==> src/rqps_pkg.sv <==
package rqps_pkg;

  // Default number of entries held by the ready queue.
  localparam int RQPS_DEPTH = 32;

  // Field widths of one queue entry.
  localparam int ID_W      = 16;
  localparam int BURST_W   = 16;
  localparam int PRIO_W    = 8;
  localparam int ARRIVAL_W = 16;
  localparam int ENTRY_W   = ID_W + BURST_W + PRIO_W + ARRIVAL_W;
  localparam int KEY_W     = 16;
  localparam int OCC_W     = 6;

  // Extraction policy codes.
  localparam logic [1:0] POL_OLDEST = 2'd0;
  localparam logic [1:0] POL_BURST  = 2'd1;
  localparam logic [1:0] POL_PRIO   = 2'd2;

  // Result status codes.
  localparam logic [1:0] ST_OK    = 2'd0;
  localparam logic [1:0] ST_EMPTY = 2'd1;
  localparam logic [1:0] ST_FULL  = 2'd2;

  // Command codes.
  localparam logic ACT_INSERT  = 1'b0;
  localparam logic ACT_EXTRACT = 1'b1;

  // One stored process entry, packed as it sits in the memory.
  typedef struct packed {
    logic [ARRIVAL_W-1:0] arrival;
    logic [PRIO_W-1:0]    prio;
    logic [BURST_W-1:0]   burst;
    logic [ID_W-1:0]      id;
  } entry_t;

  // Value compared under the given policy; zero for every entry when oldest first.
  function automatic logic [KEY_W-1:0] sort_key(input logic [1:0] pol, input entry_t e);
    logic [KEY_W-1:0] k;
    case (pol)
      POL_BURST: k = e.burst;
      POL_PRIO:  k = KEY_W'(e.prio);
      default:   k = '0;
    endcase
    return k;
  endfunction

endpackage

==> src/rqps_ram.sv <==
module rqps_ram #(
  parameter int DEPTH = 32,
  parameter int WIDTH = 56,
  localparam int AW = (DEPTH > 1) ? $clog2(DEPTH) : 1
) (
  input  logic             clk,
  input  logic             we,
  input  logic [AW-1:0]    waddr,
  input  logic [WIDTH-1:0] wdata,
  input  logic             re,
  input  logic [AW-1:0]    raddr,
  output logic [WIDTH-1:0] rdata
);

  logic [WIDTH-1:0] mem [DEPTH];
  logic [WIDTH-1:0] rdata_r;

  // One write port and one registered read port.
  always_ff @(posedge clk) begin
    if (we) begin
      mem[waddr] <= wdata;
    end
    if (re) begin
      rdata_r <= mem[raddr];
    end
  end

  assign rdata = rdata_r;

endmodule

==> src/ready_queue_policy_select.sv <==
// Ready queue with a selectable extraction policy.
//
// A command is transferred at a rising edge where start is high and busy is
// low. in_action selects an insert at the tail or an extract by the policy
// held in the configuration register (written with cfg_wr_en / cfg_wr_data,
// 0 oldest first, 1 smallest burst, 2 smallest priority number).
// Every command gives one result, shown on the out_ ports for exactly one
// cycle with out_strobe high. The receiver cannot stall, so the result must
// be taken in that cycle.
// An insert, or an extract on an empty queue, gives its result in the cycle
// after the transfer. An extract scans the stored entries through the single
// memory read port, then closes the gap behind the removed entry one entry
// per cycle before its result is shown. busy stays high throughout, and the
// next command may be transferred in the cycle that shows the result.
// Reset empties the queue and sets the policy to oldest first; the entry
// memory itself is not cleared, so no clearing pass is needed.
module ready_queue_policy_select
  import rqps_pkg::*;
#(
  parameter int QUEUE_DEPTH = RQPS_DEPTH
) (
  input  logic                 clk,
  input  logic                 rst_n,
  input  logic                 start,
  output logic                 busy,
  input  logic                 in_action,
  input  logic [ID_W-1:0]      in_proc_id,
  input  logic [BURST_W-1:0]   in_burst_len,
  input  logic [PRIO_W-1:0]    in_prio_level,
  input  logic [ARRIVAL_W-1:0] in_arrival_time,
  input  logic                 cfg_wr_en,
  input  logic [1:0]           cfg_wr_data,
  output logic                 out_strobe,
  output logic [1:0]           out_status,
  output logic                 out_valid,
  output logic [ID_W-1:0]      out_proc_id,
  output logic [BURST_W-1:0]   out_burst,
  output logic [PRIO_W-1:0]    out_prio,
  output logic [ARRIVAL_W-1:0] out_arrival,
  output logic [OCC_W-1:0]     out_occupancy
);

  localparam int AW = (QUEUE_DEPTH > 1) ? $clog2(QUEUE_DEPTH) : 1;
  localparam int CW = $clog2(QUEUE_DEPTH + 1);
  localparam logic [CW-1:0] DEPTH_C = CW'(QUEUE_DEPTH);

  typedef enum logic [1:0] {
    S_IDLE,
    S_SCAN,
    S_SHIFT_START,
    S_SHIFT
  } state_t;

  state_t           state_r;
  logic [1:0]       policy_r;
  logic [CW-1:0]    count_r;
  logic [CW-1:0]    cmp_idx_r;
  logic [CW-1:0]    rd_idx_r;
  logic [AW-1:0]    wr_idx_r;
  logic [AW-1:0]    best_idx_r;
  logic [KEY_W-1:0] best_key_r;
  entry_t           best_entry_r;

  logic             out_strobe_r;
  logic [1:0]       out_status_r;
  logic             out_valid_r;
  entry_t           out_entry_r;
  logic [OCC_W-1:0] out_occupancy_r;

  logic             mem_we;
  logic [AW-1:0]    mem_waddr;
  entry_t           mem_wdata;
  logic             mem_re;
  logic [AW-1:0]    mem_raddr;
  logic [ENTRY_W-1:0] mem_rdata;
  entry_t           rd_entry;
  entry_t           in_entry;
  logic [KEY_W-1:0] rd_key;
  logic             accept;
  logic [CW-1:0]    best_next;

  assign accept    = start && (state_r == S_IDLE);
  assign rd_entry  = entry_t'(mem_rdata);
  assign rd_key    = sort_key(policy_r, rd_entry);
  assign best_next = CW'(best_idx_r) + CW'(1);

  always_comb begin
    in_entry.id      = in_proc_id;
    in_entry.burst   = in_burst_len;
    in_entry.prio    = in_prio_level;
    in_entry.arrival = in_arrival_time;
  end

  // Memory port control: tail writes on insert, one read per cycle while scanning
  // and shifting, and the gap closed by writing each entry one slot lower.
  always_comb begin
    mem_we    = 1'b0;
    mem_waddr = '0;
    mem_wdata = in_entry;
    mem_re    = 1'b0;
    mem_raddr = '0;
    case (state_r)
      S_IDLE: begin
        if (accept && in_action == ACT_INSERT && count_r < DEPTH_C) begin
          mem_we    = 1'b1;
          mem_waddr = count_r[AW-1:0];
        end
        if (accept && in_action == ACT_EXTRACT && count_r != '0) begin
          mem_re    = 1'b1;
          mem_raddr = '0;
        end
      end
      S_SCAN: begin
        mem_re    = rd_idx_r < count_r;
        mem_raddr = rd_idx_r[AW-1:0];
      end
      S_SHIFT_START: begin
        mem_re    = best_next < count_r;
        mem_raddr = best_next[AW-1:0];
      end
      S_SHIFT: begin
        mem_we    = 1'b1;
        mem_waddr = wr_idx_r;
        mem_wdata = rd_entry;
        mem_re    = rd_idx_r < count_r;
        mem_raddr = rd_idx_r[AW-1:0];
      end
      default: begin
        mem_we = 1'b0;
        mem_re = 1'b0;
      end
    endcase
  end

  rqps_ram #(
    .DEPTH(QUEUE_DEPTH),
    .WIDTH(ENTRY_W)
  ) u_ram (
    .clk  (clk),
    .we   (mem_we),
    .waddr(mem_waddr),
    .wdata(mem_wdata),
    .re   (mem_re),
    .raddr(mem_raddr),
    .rdata(mem_rdata)
  );

  // Sequencer, queue count, policy register and registered result.
  always_ff @(posedge clk) begin
    if (!rst_n) begin
      state_r      <= S_IDLE;
      policy_r     <= POL_OLDEST;
      count_r      <= '0;
      out_strobe_r <= 1'b0;
    end else begin
      out_strobe_r <= 1'b0;
      if (cfg_wr_en) begin
        policy_r <= cfg_wr_data;
      end
      case (state_r)
        S_IDLE: begin
          if (accept) begin
            if (in_action == ACT_INSERT) begin
              out_strobe_r <= 1'b1;
              out_valid_r  <= 1'b0;
              out_entry_r  <= '0;
              if (count_r < DEPTH_C) begin
                out_status_r    <= ST_OK;
                count_r         <= count_r + CW'(1);
                out_occupancy_r <= OCC_W'(count_r + CW'(1));
              end else begin
                out_status_r    <= ST_FULL;
                out_occupancy_r <= OCC_W'(count_r);
              end
            end else if (count_r == '0) begin
              out_strobe_r    <= 1'b1;
              out_valid_r     <= 1'b0;
              out_entry_r     <= '0;
              out_status_r    <= ST_EMPTY;
              out_occupancy_r <= OCC_W'(count_r);
            end else begin
              cmp_idx_r <= '0;
              rd_idx_r  <= CW'(1);
              state_r   <= S_SCAN;
            end
          end
        end
        S_SCAN: begin
          // Strict less-than keeps the oldest entry on a tie.
          if (cmp_idx_r == '0 || rd_key < best_key_r) begin
            best_idx_r   <= cmp_idx_r[AW-1:0];
            best_key_r   <= rd_key;
            best_entry_r <= rd_entry;
          end
          cmp_idx_r <= cmp_idx_r + CW'(1);
          rd_idx_r  <= rd_idx_r + CW'(1);
          if (cmp_idx_r == count_r - CW'(1)) begin
            state_r <= S_SHIFT_START;
          end
        end
        S_SHIFT_START: begin
          if (best_next < count_r) begin
            rd_idx_r <= best_next + CW'(1);
            wr_idx_r <= best_idx_r;
            state_r  <= S_SHIFT;
          end else begin
            count_r         <= count_r - CW'(1);
            out_strobe_r    <= 1'b1;
            out_valid_r     <= 1'b1;
            out_status_r    <= ST_OK;
            out_entry_r     <= best_entry_r;
            out_occupancy_r <= OCC_W'(count_r - CW'(1));
            state_r         <= S_IDLE;
          end
        end
        S_SHIFT: begin
          rd_idx_r <= rd_idx_r + CW'(1);
          wr_idx_r <= wr_idx_r + AW'(1);
          // The last write lands in the slot just below the old tail.
          if (CW'(wr_idx_r) == count_r - CW'(2)) begin
            count_r         <= count_r - CW'(1);
            out_strobe_r    <= 1'b1;
            out_valid_r     <= 1'b1;
            out_status_r    <= ST_OK;
            out_entry_r     <= best_entry_r;
            out_occupancy_r <= OCC_W'(count_r - CW'(1));
            state_r         <= S_IDLE;
          end
        end
        default: begin
          state_r <= S_IDLE;
        end
      endcase
    end
  end

  assign busy          = (state_r != S_IDLE);
  assign out_strobe    = out_strobe_r;
  assign out_status    = out_status_r;
  assign out_valid     = out_valid_r;
  assign out_proc_id   = out_entry_r.id;
  assign out_burst     = out_entry_r.burst;
  assign out_prio      = out_entry_r.prio;
  assign out_arrival   = out_entry_r.arrival;
  assign out_occupancy = out_occupancy_r;

endmodule

==> config.mk <==
export PLATFORM = sky130hd
export DESIGN_NAME = ready_queue_policy_select
export DESIGN_NICKNAME = d
export VERILOG_FILES = /design/src/rqps_pkg.sv /design/src/rqps_ram.sv /design/src/ready_queue_policy_select.sv
export SDC_FILE = /design/constraint.sdc
export NUM_CORES = 2
export LEC_CHECK = 0
export BUFFER_PORTS_ARGS = -buffer_cell sky130_fd_sc_hd__buf_4
export CORE_UTILIZATION = 30
export DETAILED_ROUTE_END_ITERATION = 6
export PLACE_DENSITY = 0.44
export SETUP_SLACK_MARGIN = 0.3
export SYNTH_ARGS = -nofsm -noshare
export SYNTH_HDL_FRONTEND = slang
export SYNTH_SLANG_ARGS = --single-unit
==> constraint.sdc <==
create_clock -name clk -period 7 [get_ports clk]
set_input_delay 0.35 -clock clk [delete_from_list [all_inputs] [get_ports clk]]
set_output_delay 0.35 -clock clk [all_outputs]
set_load 0.01 [all_outputs]
# Word-level counts from Yosys, hierarchy flattened
# Memory sizes are Yosys's and may differ from the RTL's. A register that Yosys moved wholly into a read port is not among the register bits.
# Cells that the tools add are included.
totals:
  register_bits: 170
  mem_bits_rw: 1792
  inputBits: 63
  out_inout_bits: 67
  wordCells: 135
  memories: 1
mem_list:
  columns: ["memory", "depth", "width", "read_ports", "rd_clocked_by_memory_dff", "wr", "line", "rtl"]
  rows:
  - ["u_ram.mem", 32, 56, 1, 1, 1, "rqps_ram.sv:15", "logic [WIDTH-1:0] mem [DEPTH];"]
op_classes:
  addsub: 8
  n_lt_le_gt_ge: 4
  n_eq_ne: 16
  muxes: 63
  bitwise_logic: 1
  reduce_logical: 22
ops:
  columns: ["cell", "count"]
  rows:
  - ["56-bit 2-to-1 mux", 6]
  - ["56-bit case mux with 3 select lines", 1]
  - ["6-bit 2-to-1 mux", 15]
  - ["6-bit case mux with 3 select lines", 3]
  - ["16-bit case mux with 2 select lines", 1]
  - ["6-bit by 1-bit adder with 6-bit output (second input constant)", 4]
  - ["2-bit 2-to-1 mux", 11]
  - ["5-bit case mux with 2 select lines", 2]
  - ["5-bit AND reduction", 4]
  - ["16-bit < comparator", 1]
  - ["2-bit != test (second input constant)", 8]
  - ["5-bit case mux with 3 select lines", 1]
  - ["1-bit 2-to-1 mux", 14]
  - ["6-bit logical NOT", 2]
  - ["6-bit < comparator", 2]
  - ["6-bit case mux with 2 select lines", 1]
  - ["5-bit 2-to-1 mux", 2]
  - ["1-bit case mux with 3 select lines", 3]
  - ["2-bit case mux with 4 select lines", 1]
  - ["5-bit by 1-bit adder with 6-bit output (second input constant)", 1]
  - ["2-bit equality test (second input constant)", 3]
  - ["5-bit by 6-bit equality test with 1-bit output", 1]
  - ["6-bit equality test", 1]
  - ["6-bit < comparator (second input constant)", 1]
  - ["17 further kinds", 25]

# Longest topological paths before layout
depth:
  word_depth: 8
  ltp_mapped: 13
  mapped_depth_nobuf: 11

# Hierarchy
# Synthesis repeated with hierarchy kept, for this count alone.
hier_totals:
  hier_cells: 4577
  hier_area_um2: 79776.5
by_module_without_submodules:
  columns: ["module", "instances", "cells_per_inst", "area_each_um2", "seq_area_each_um2"]
  rows:
  - ["rqps_ram", 1, 3917, 71354.7, 55493.2]
  - ["ready_queue_policy_select", 1, 660, 8421.8, 4994.8]

# Least setup slack after synthesis
# OpenSTA, ideal clock, no wires.
synth_path:
  path_type: "register -> register"
  start: "register best_idx_r[0]"
  end: "register u_ram.rdata_r[0] (netlist: u_ram.rdata[0]) (read register of u_ram.mem), enable pin"
  setup_time_ns: 0.490
  t_arrival_ns: 4.540
  path_slack_ns: 1.970
  path_stages_with_launch: 9
  path_cell_list: "edfxtp_1 ha_1 ha_1 a21boi_0 o21a_1 o2111ai_1 nand3_1 o31a_1 o22ai_1"
synth_between:
  elab_chain_cells: 3
  word_cells_on_any_way: 4
  cone_classes: "1 x add/sub; 1 x order compare; 2 x mux"
synth_lines:
  columns: ["element", "line", "rtl"]
  rows:
  - ["start, declared", "ready_queue_policy_select.sv:60", "logic [AW-1:0] best_idx_r;"]
  - ["start signal, assigned", "ready_queue_policy_select.sv:191", "best_idx_r <= cmp_idx_r[AW-1:0];"]
  - ["5-bit by 1-bit adder with 6-bit output", "ready_queue_policy_select.sv:85", "assign best_next = CW'(best_idx_r) + CW'(1);"]
  - ["6-bit < comparator", "ready_queue_policy_select.sv:118", "mem_re = best_next < count_r;"]
  - ["1-bit case mux with 3 select lines", "ready_queue_policy_select.sv:102", "case (state_r)"]
  - ["net mem_re", "ready_queue_policy_select.sv:73", "logic mem_re;"]
  - ["end, declared", "rqps_ram.sv:16", "logic [WIDTH-1:0] rdata_r;"]
# The timed path passes the listed nets, and every way through them passes these cells.
# A chain may end at the register's enable or synchronous reset.

# Worst setup path in the final report
layout_path:
  start: "register state_r[0]"
  end: "memory u_ram.mem[15][53], enable pin"
layout_between:
  elab_chain_cells: 8
  word_cells_on_any_way: 11
  cone_classes: "1 x eq/ne; 6 x mux; 4 x reduce/logical"
layout_lines:
  columns: ["element", "line", "rtl"]
  rows:
  - ["start, declared", "ready_queue_policy_select.sv:54", "state_t state_r;"]
  - ["start signal, assigned", "ready_queue_policy_select.sv:151", "state_r <= S_IDLE;"]
  - ["start signal, assigned", "ready_queue_policy_select.sv:184", "state_r <= S_SCAN;"]
  - ["start signal, assigned", "ready_queue_policy_select.sv:198", "state_r <= S_SHIFT_START;"]
  - ["2-bit logical NOT", "ready_queue_policy_select.sv:82, ready_queue_policy_select.sv:102", null]
  - ["1-bit logical AND", "ready_queue_policy_select.sv:82", "assign accept = start && (state_r == S_IDLE);"]
  - ["1-bit logical AND (2 in series)", "ready_queue_policy_select.sv:104", "if (accept && in_action == ACT_INSERT && count_r < DEPTH_C) begin"]
  - ["1-bit 2-to-1 mux", "ready_queue_policy_select.sv:104", null]
  - ["1-bit case mux with 2 select lines", "ready_queue_policy_select.sv:102", null]
  - ["1-bit 2-to-1 mux", "rqps_ram.sv:20", "if (we) begin"]
  - ["1-bit 2-to-1 mux (implied by the code)", "rqps_ram.sv:21", "mem[waddr] <= wdata;"]
  - ["end, declared", "rqps_ram.sv:15", null]
# Parallel ways exist; a longest one is shown, timed or not.

==> run summary <==
Syn nets - 5132
Peak VDD IR - 0.269 mV
Post-CTS Resized - 0
Nets - 5304
DRT iter0 DRCs - 4480
Startpoint class of the critical path - flip-flop
Leakage Power - 29.1 nW
Footprint of the multi-input gates - 17500 µm²
Syn-to-layout area delta - 15.5%
Post-synth top area cell - edfxtp_1
Post-route DRC violation count - 0
Sum of negative setup slack - 0 ns
RSZ-0062 raised after global routing - false
CP arrival - 5.28 ns
Initial core utilization - 0.302
Layout cell share with drive strength beyond 1 - 0.140
Final Setup Violations - 0
Worst path max stage delay - 0.96 ns
Antenna violations before repair - 22
CP endpoint kind - flip-flop
Postcts setup bufs - 0
Die W - 516 µm
Layout fillers - 25000
Die footprint - 266000 µm²
Critical R2R Capture - u_ram.mem[15][53]
Sequential cell area - 60500 µm²
CTS hold repair buffers - 7
Post-synthesis sequential area ratio - 0.764
Largest net degree at the start of global routing - 138
Placer Congestion - 0.765
Status - finished clean
Fin crit share - 0.684
Max_cap viols - 0
Slowest cell on crit path - nor2_4
Top cell by count, worst path - buf_4
Min-delay src - in_proc_id[5]
Slew headroom - 0.230
Worst EP required - 7.49 ns
CTS tree - done
Worst hold path stage count - 2
Die Height - 516 µm
Synth top area cells - edfxtp_1, nand2_1, mux4_2
P per Cell Area - 307 nW/µm²
CP cell instances - ha_4 -> buf_4 -> nand2_1 -> a21boi_0 -> nor2_1 -> nand3b_1 -> nor2_4 -> buf_4
Clock slew at reported path FFs - 0.06 ns
Final WS setup - 2.21 ns
Yosys reg bits - 2018
Drt via density - 5.12
# IOs - 130
Post-place setup slack - 2.26 ns
Worst Skew - 0.0569 ns
Final Hold Fails - 0
Max Transition Viols Final - 0
Clock Tree Buf Depth - 3
1st-pass router iterations - 6
Hpwl dp - 131000 µm
Core area - 262000 µm²
H-tree depth - 4
Critical Path Start - state_r[0]
Reg-to-reg slack, setup - 2.21 ns
FF-to-FF Start - state_r[0]
Port Buffers - 129
Std cell rows - 188
FMAX - 209 MHz
Final critical-path required period - 4.79 ns
Grt total ovfl - 0
Vias in the first global route - 44000
Share of the synthesized area in the top cell type - 0.761
Mapped Cells - 5027
Post-Route WL - 250000 µm
Worst r2r path cells - 8
Fin Hold WS - 0.313 ns
Count of cell types in the netlist - 61
Slew @ Worst Pin - 1.16 ns
Yosys warns - 0
Worst skew pair latency - 0.87 ns
EDFF count, synth - 2007
Num CTS Buffers - 215
Avg WL per Cell - 28.1 µm
DR vias - 45500
# clock sinks - 2018
Final ANT Viol Nets - 0
Synthesized area per cell - 15.7 µm²
Top FF cell, synth - edfxtp_1
GRT Total Usage - 0.185
Post-synth ARST share - 0
Netlist Area Pre-Place - 79200 µm²
Crit Path Category - flip-flop to flip-flop
Root Driver - clkbuf_16
Worst-path fanout max - 36
Min-Delay Endpoint - u_ram.mem[27][5]
Worst min path class - input port to flip-flop
Final core utilization - 0.349
First-pass GRT wire length - 349000 µm
-- area by class of cell --
cell class / instances / share of cell area
multi-input cells: 2668 / 0.191
clock inverters: 120 / 0.0101
inverters: 34 / 0.00141
well taps: 3515 / 0.0481
diodes: 5 / 0.000137
clock buffers: 264 / 0.0615
flip-flops and latches: 2018 / 0.661
repair buffers: 262 / 0.0263
-- where the power goes --
group | internal (W) | switching, W
Sequential | 0.0138 | 0.000220
Combinational | 0.000980 | 0.00225
Clock | 0.00610 | 0.00474
Total | 0.0209 | 0.00720
-- state kept, by name, indices dropped and copies added, names as in the netlist, 2 cells and up --
signal         cells
u_ram.mem       1792
best_entry_r      56
u_ram.rdata       56
best_key_r        16
out_arrival       16
out_burst         16
out_proc_id       16
out_prio           8
cmp_idx_r          6
count_r            6
out_occupancy      6
rd_idx_r           6
best_idx_r         5
wr_idx_r           5
out_status         2
policy_r           2
state_r            2
-- how the worst max path moves through the flow --
| stage | cells after the start | to | slack [ns] |
|---|---|---|---|
| floorplan | 8 | u_ram.rdata[0] | 1.97 |
| global placement | 8 | u_ram.mem[8][52] | 2.24 |
| detailed placement | 8 | u_ram.mem[15][51] | 2.26 |
| CTS | 8 | u_ram.mem[15][1] | 2.21 |
| global route | 9 | u_ram.rdata[50] | 1.97 |
| finish | 8 | u_ram.mem[15][53] | 2.21 |
-- routing by layer --
metal / up-vias / wire length, µm / GRT usage
li1: 19800 / - / -
met1: 23900 / 114000 / 0.266
met2: 1515 / 115000 / 0.292
met3: 281 / 15600 / 0.0298
met4: 0 / 4750 / 0.0440
met5: - / 0 / 0
-- layout by cell type (no fill, tap or decap), types with 34 or more instances in the layout --
master	n
clkbuf_16	218
buf_12	34
o41ai_1	98
buf_4	221
nor2_1	44
mux4_2	96
clkbuf_1	46
a22oi_1	66
and2_1	70
nor2_4	36
and3_1	36
mux2_2	58
a32oi_1	112
mux2i_1	213
ha_1	41
nand2_1	1021
clkinv_1	59
edfxtp_1	2007
clkinv_2	35
o22ai_1	98
a21oi_1	222
nand3_1	250
-- synthesized netlist by cell type, types with 37 or more instances --
cell type / n
clkbuf_1: 144
nor2_1: 80
o41ai_1: 98
o22ai_1: 100
mux4_2: 96
mux2i_1: 213
and3_1: 37
nand2_1: 1026
mux2_2: 58
edfxtp_1: 2007
buf_2: 96
and2_1: 71
nand3_1: 250
a32oi_1: 112
ha_1: 42
a21oi_1: 223
a22oi_1: 66
-- stage by stage --
stage,instance area (µm²),power [W],cells
detailed placement,84800,0.0175,8490
global placement,84800,0.0175,8490
finish,91500,0.0281,8886
floorplan,79200,0.0161,5027
CTS,91500,0.0284,8881
global route,91500,0.0291,8883
-- logic make-up (layout without fill, tap and decap cells) --
kind of cell             count (synthesis)  after routing  synth area share
adder cells (fa/ha/maj)                 42             42           0.00664
buffers and inverters                  341            680            0.0200
multiplexers                           367            367            0.0625
AO/OA/AOI/OAI                          726            726            0.0632
flip-flops                            2018           2018             0.764
other                                    0              5                 0
XOR/XNOR                                33             33           0.00384
AND/OR/NAND/NOR                       1500           1500            0.0798
-- worst max-delay path, delay by kind of cell, from the launching register on --
kind | cells | cell delay, ns
AND/OR/NAND/NOR | 4 | 1.75
buffers and inverters | 2 | 1.33
adder cells (fa/ha/maj) | 1 | 0.55
flip-flops | 1 | 0.48
AO/OA/AOI/OAI | 1 | 0.22
Note: power is estimated with default switching activity, not from simulation.
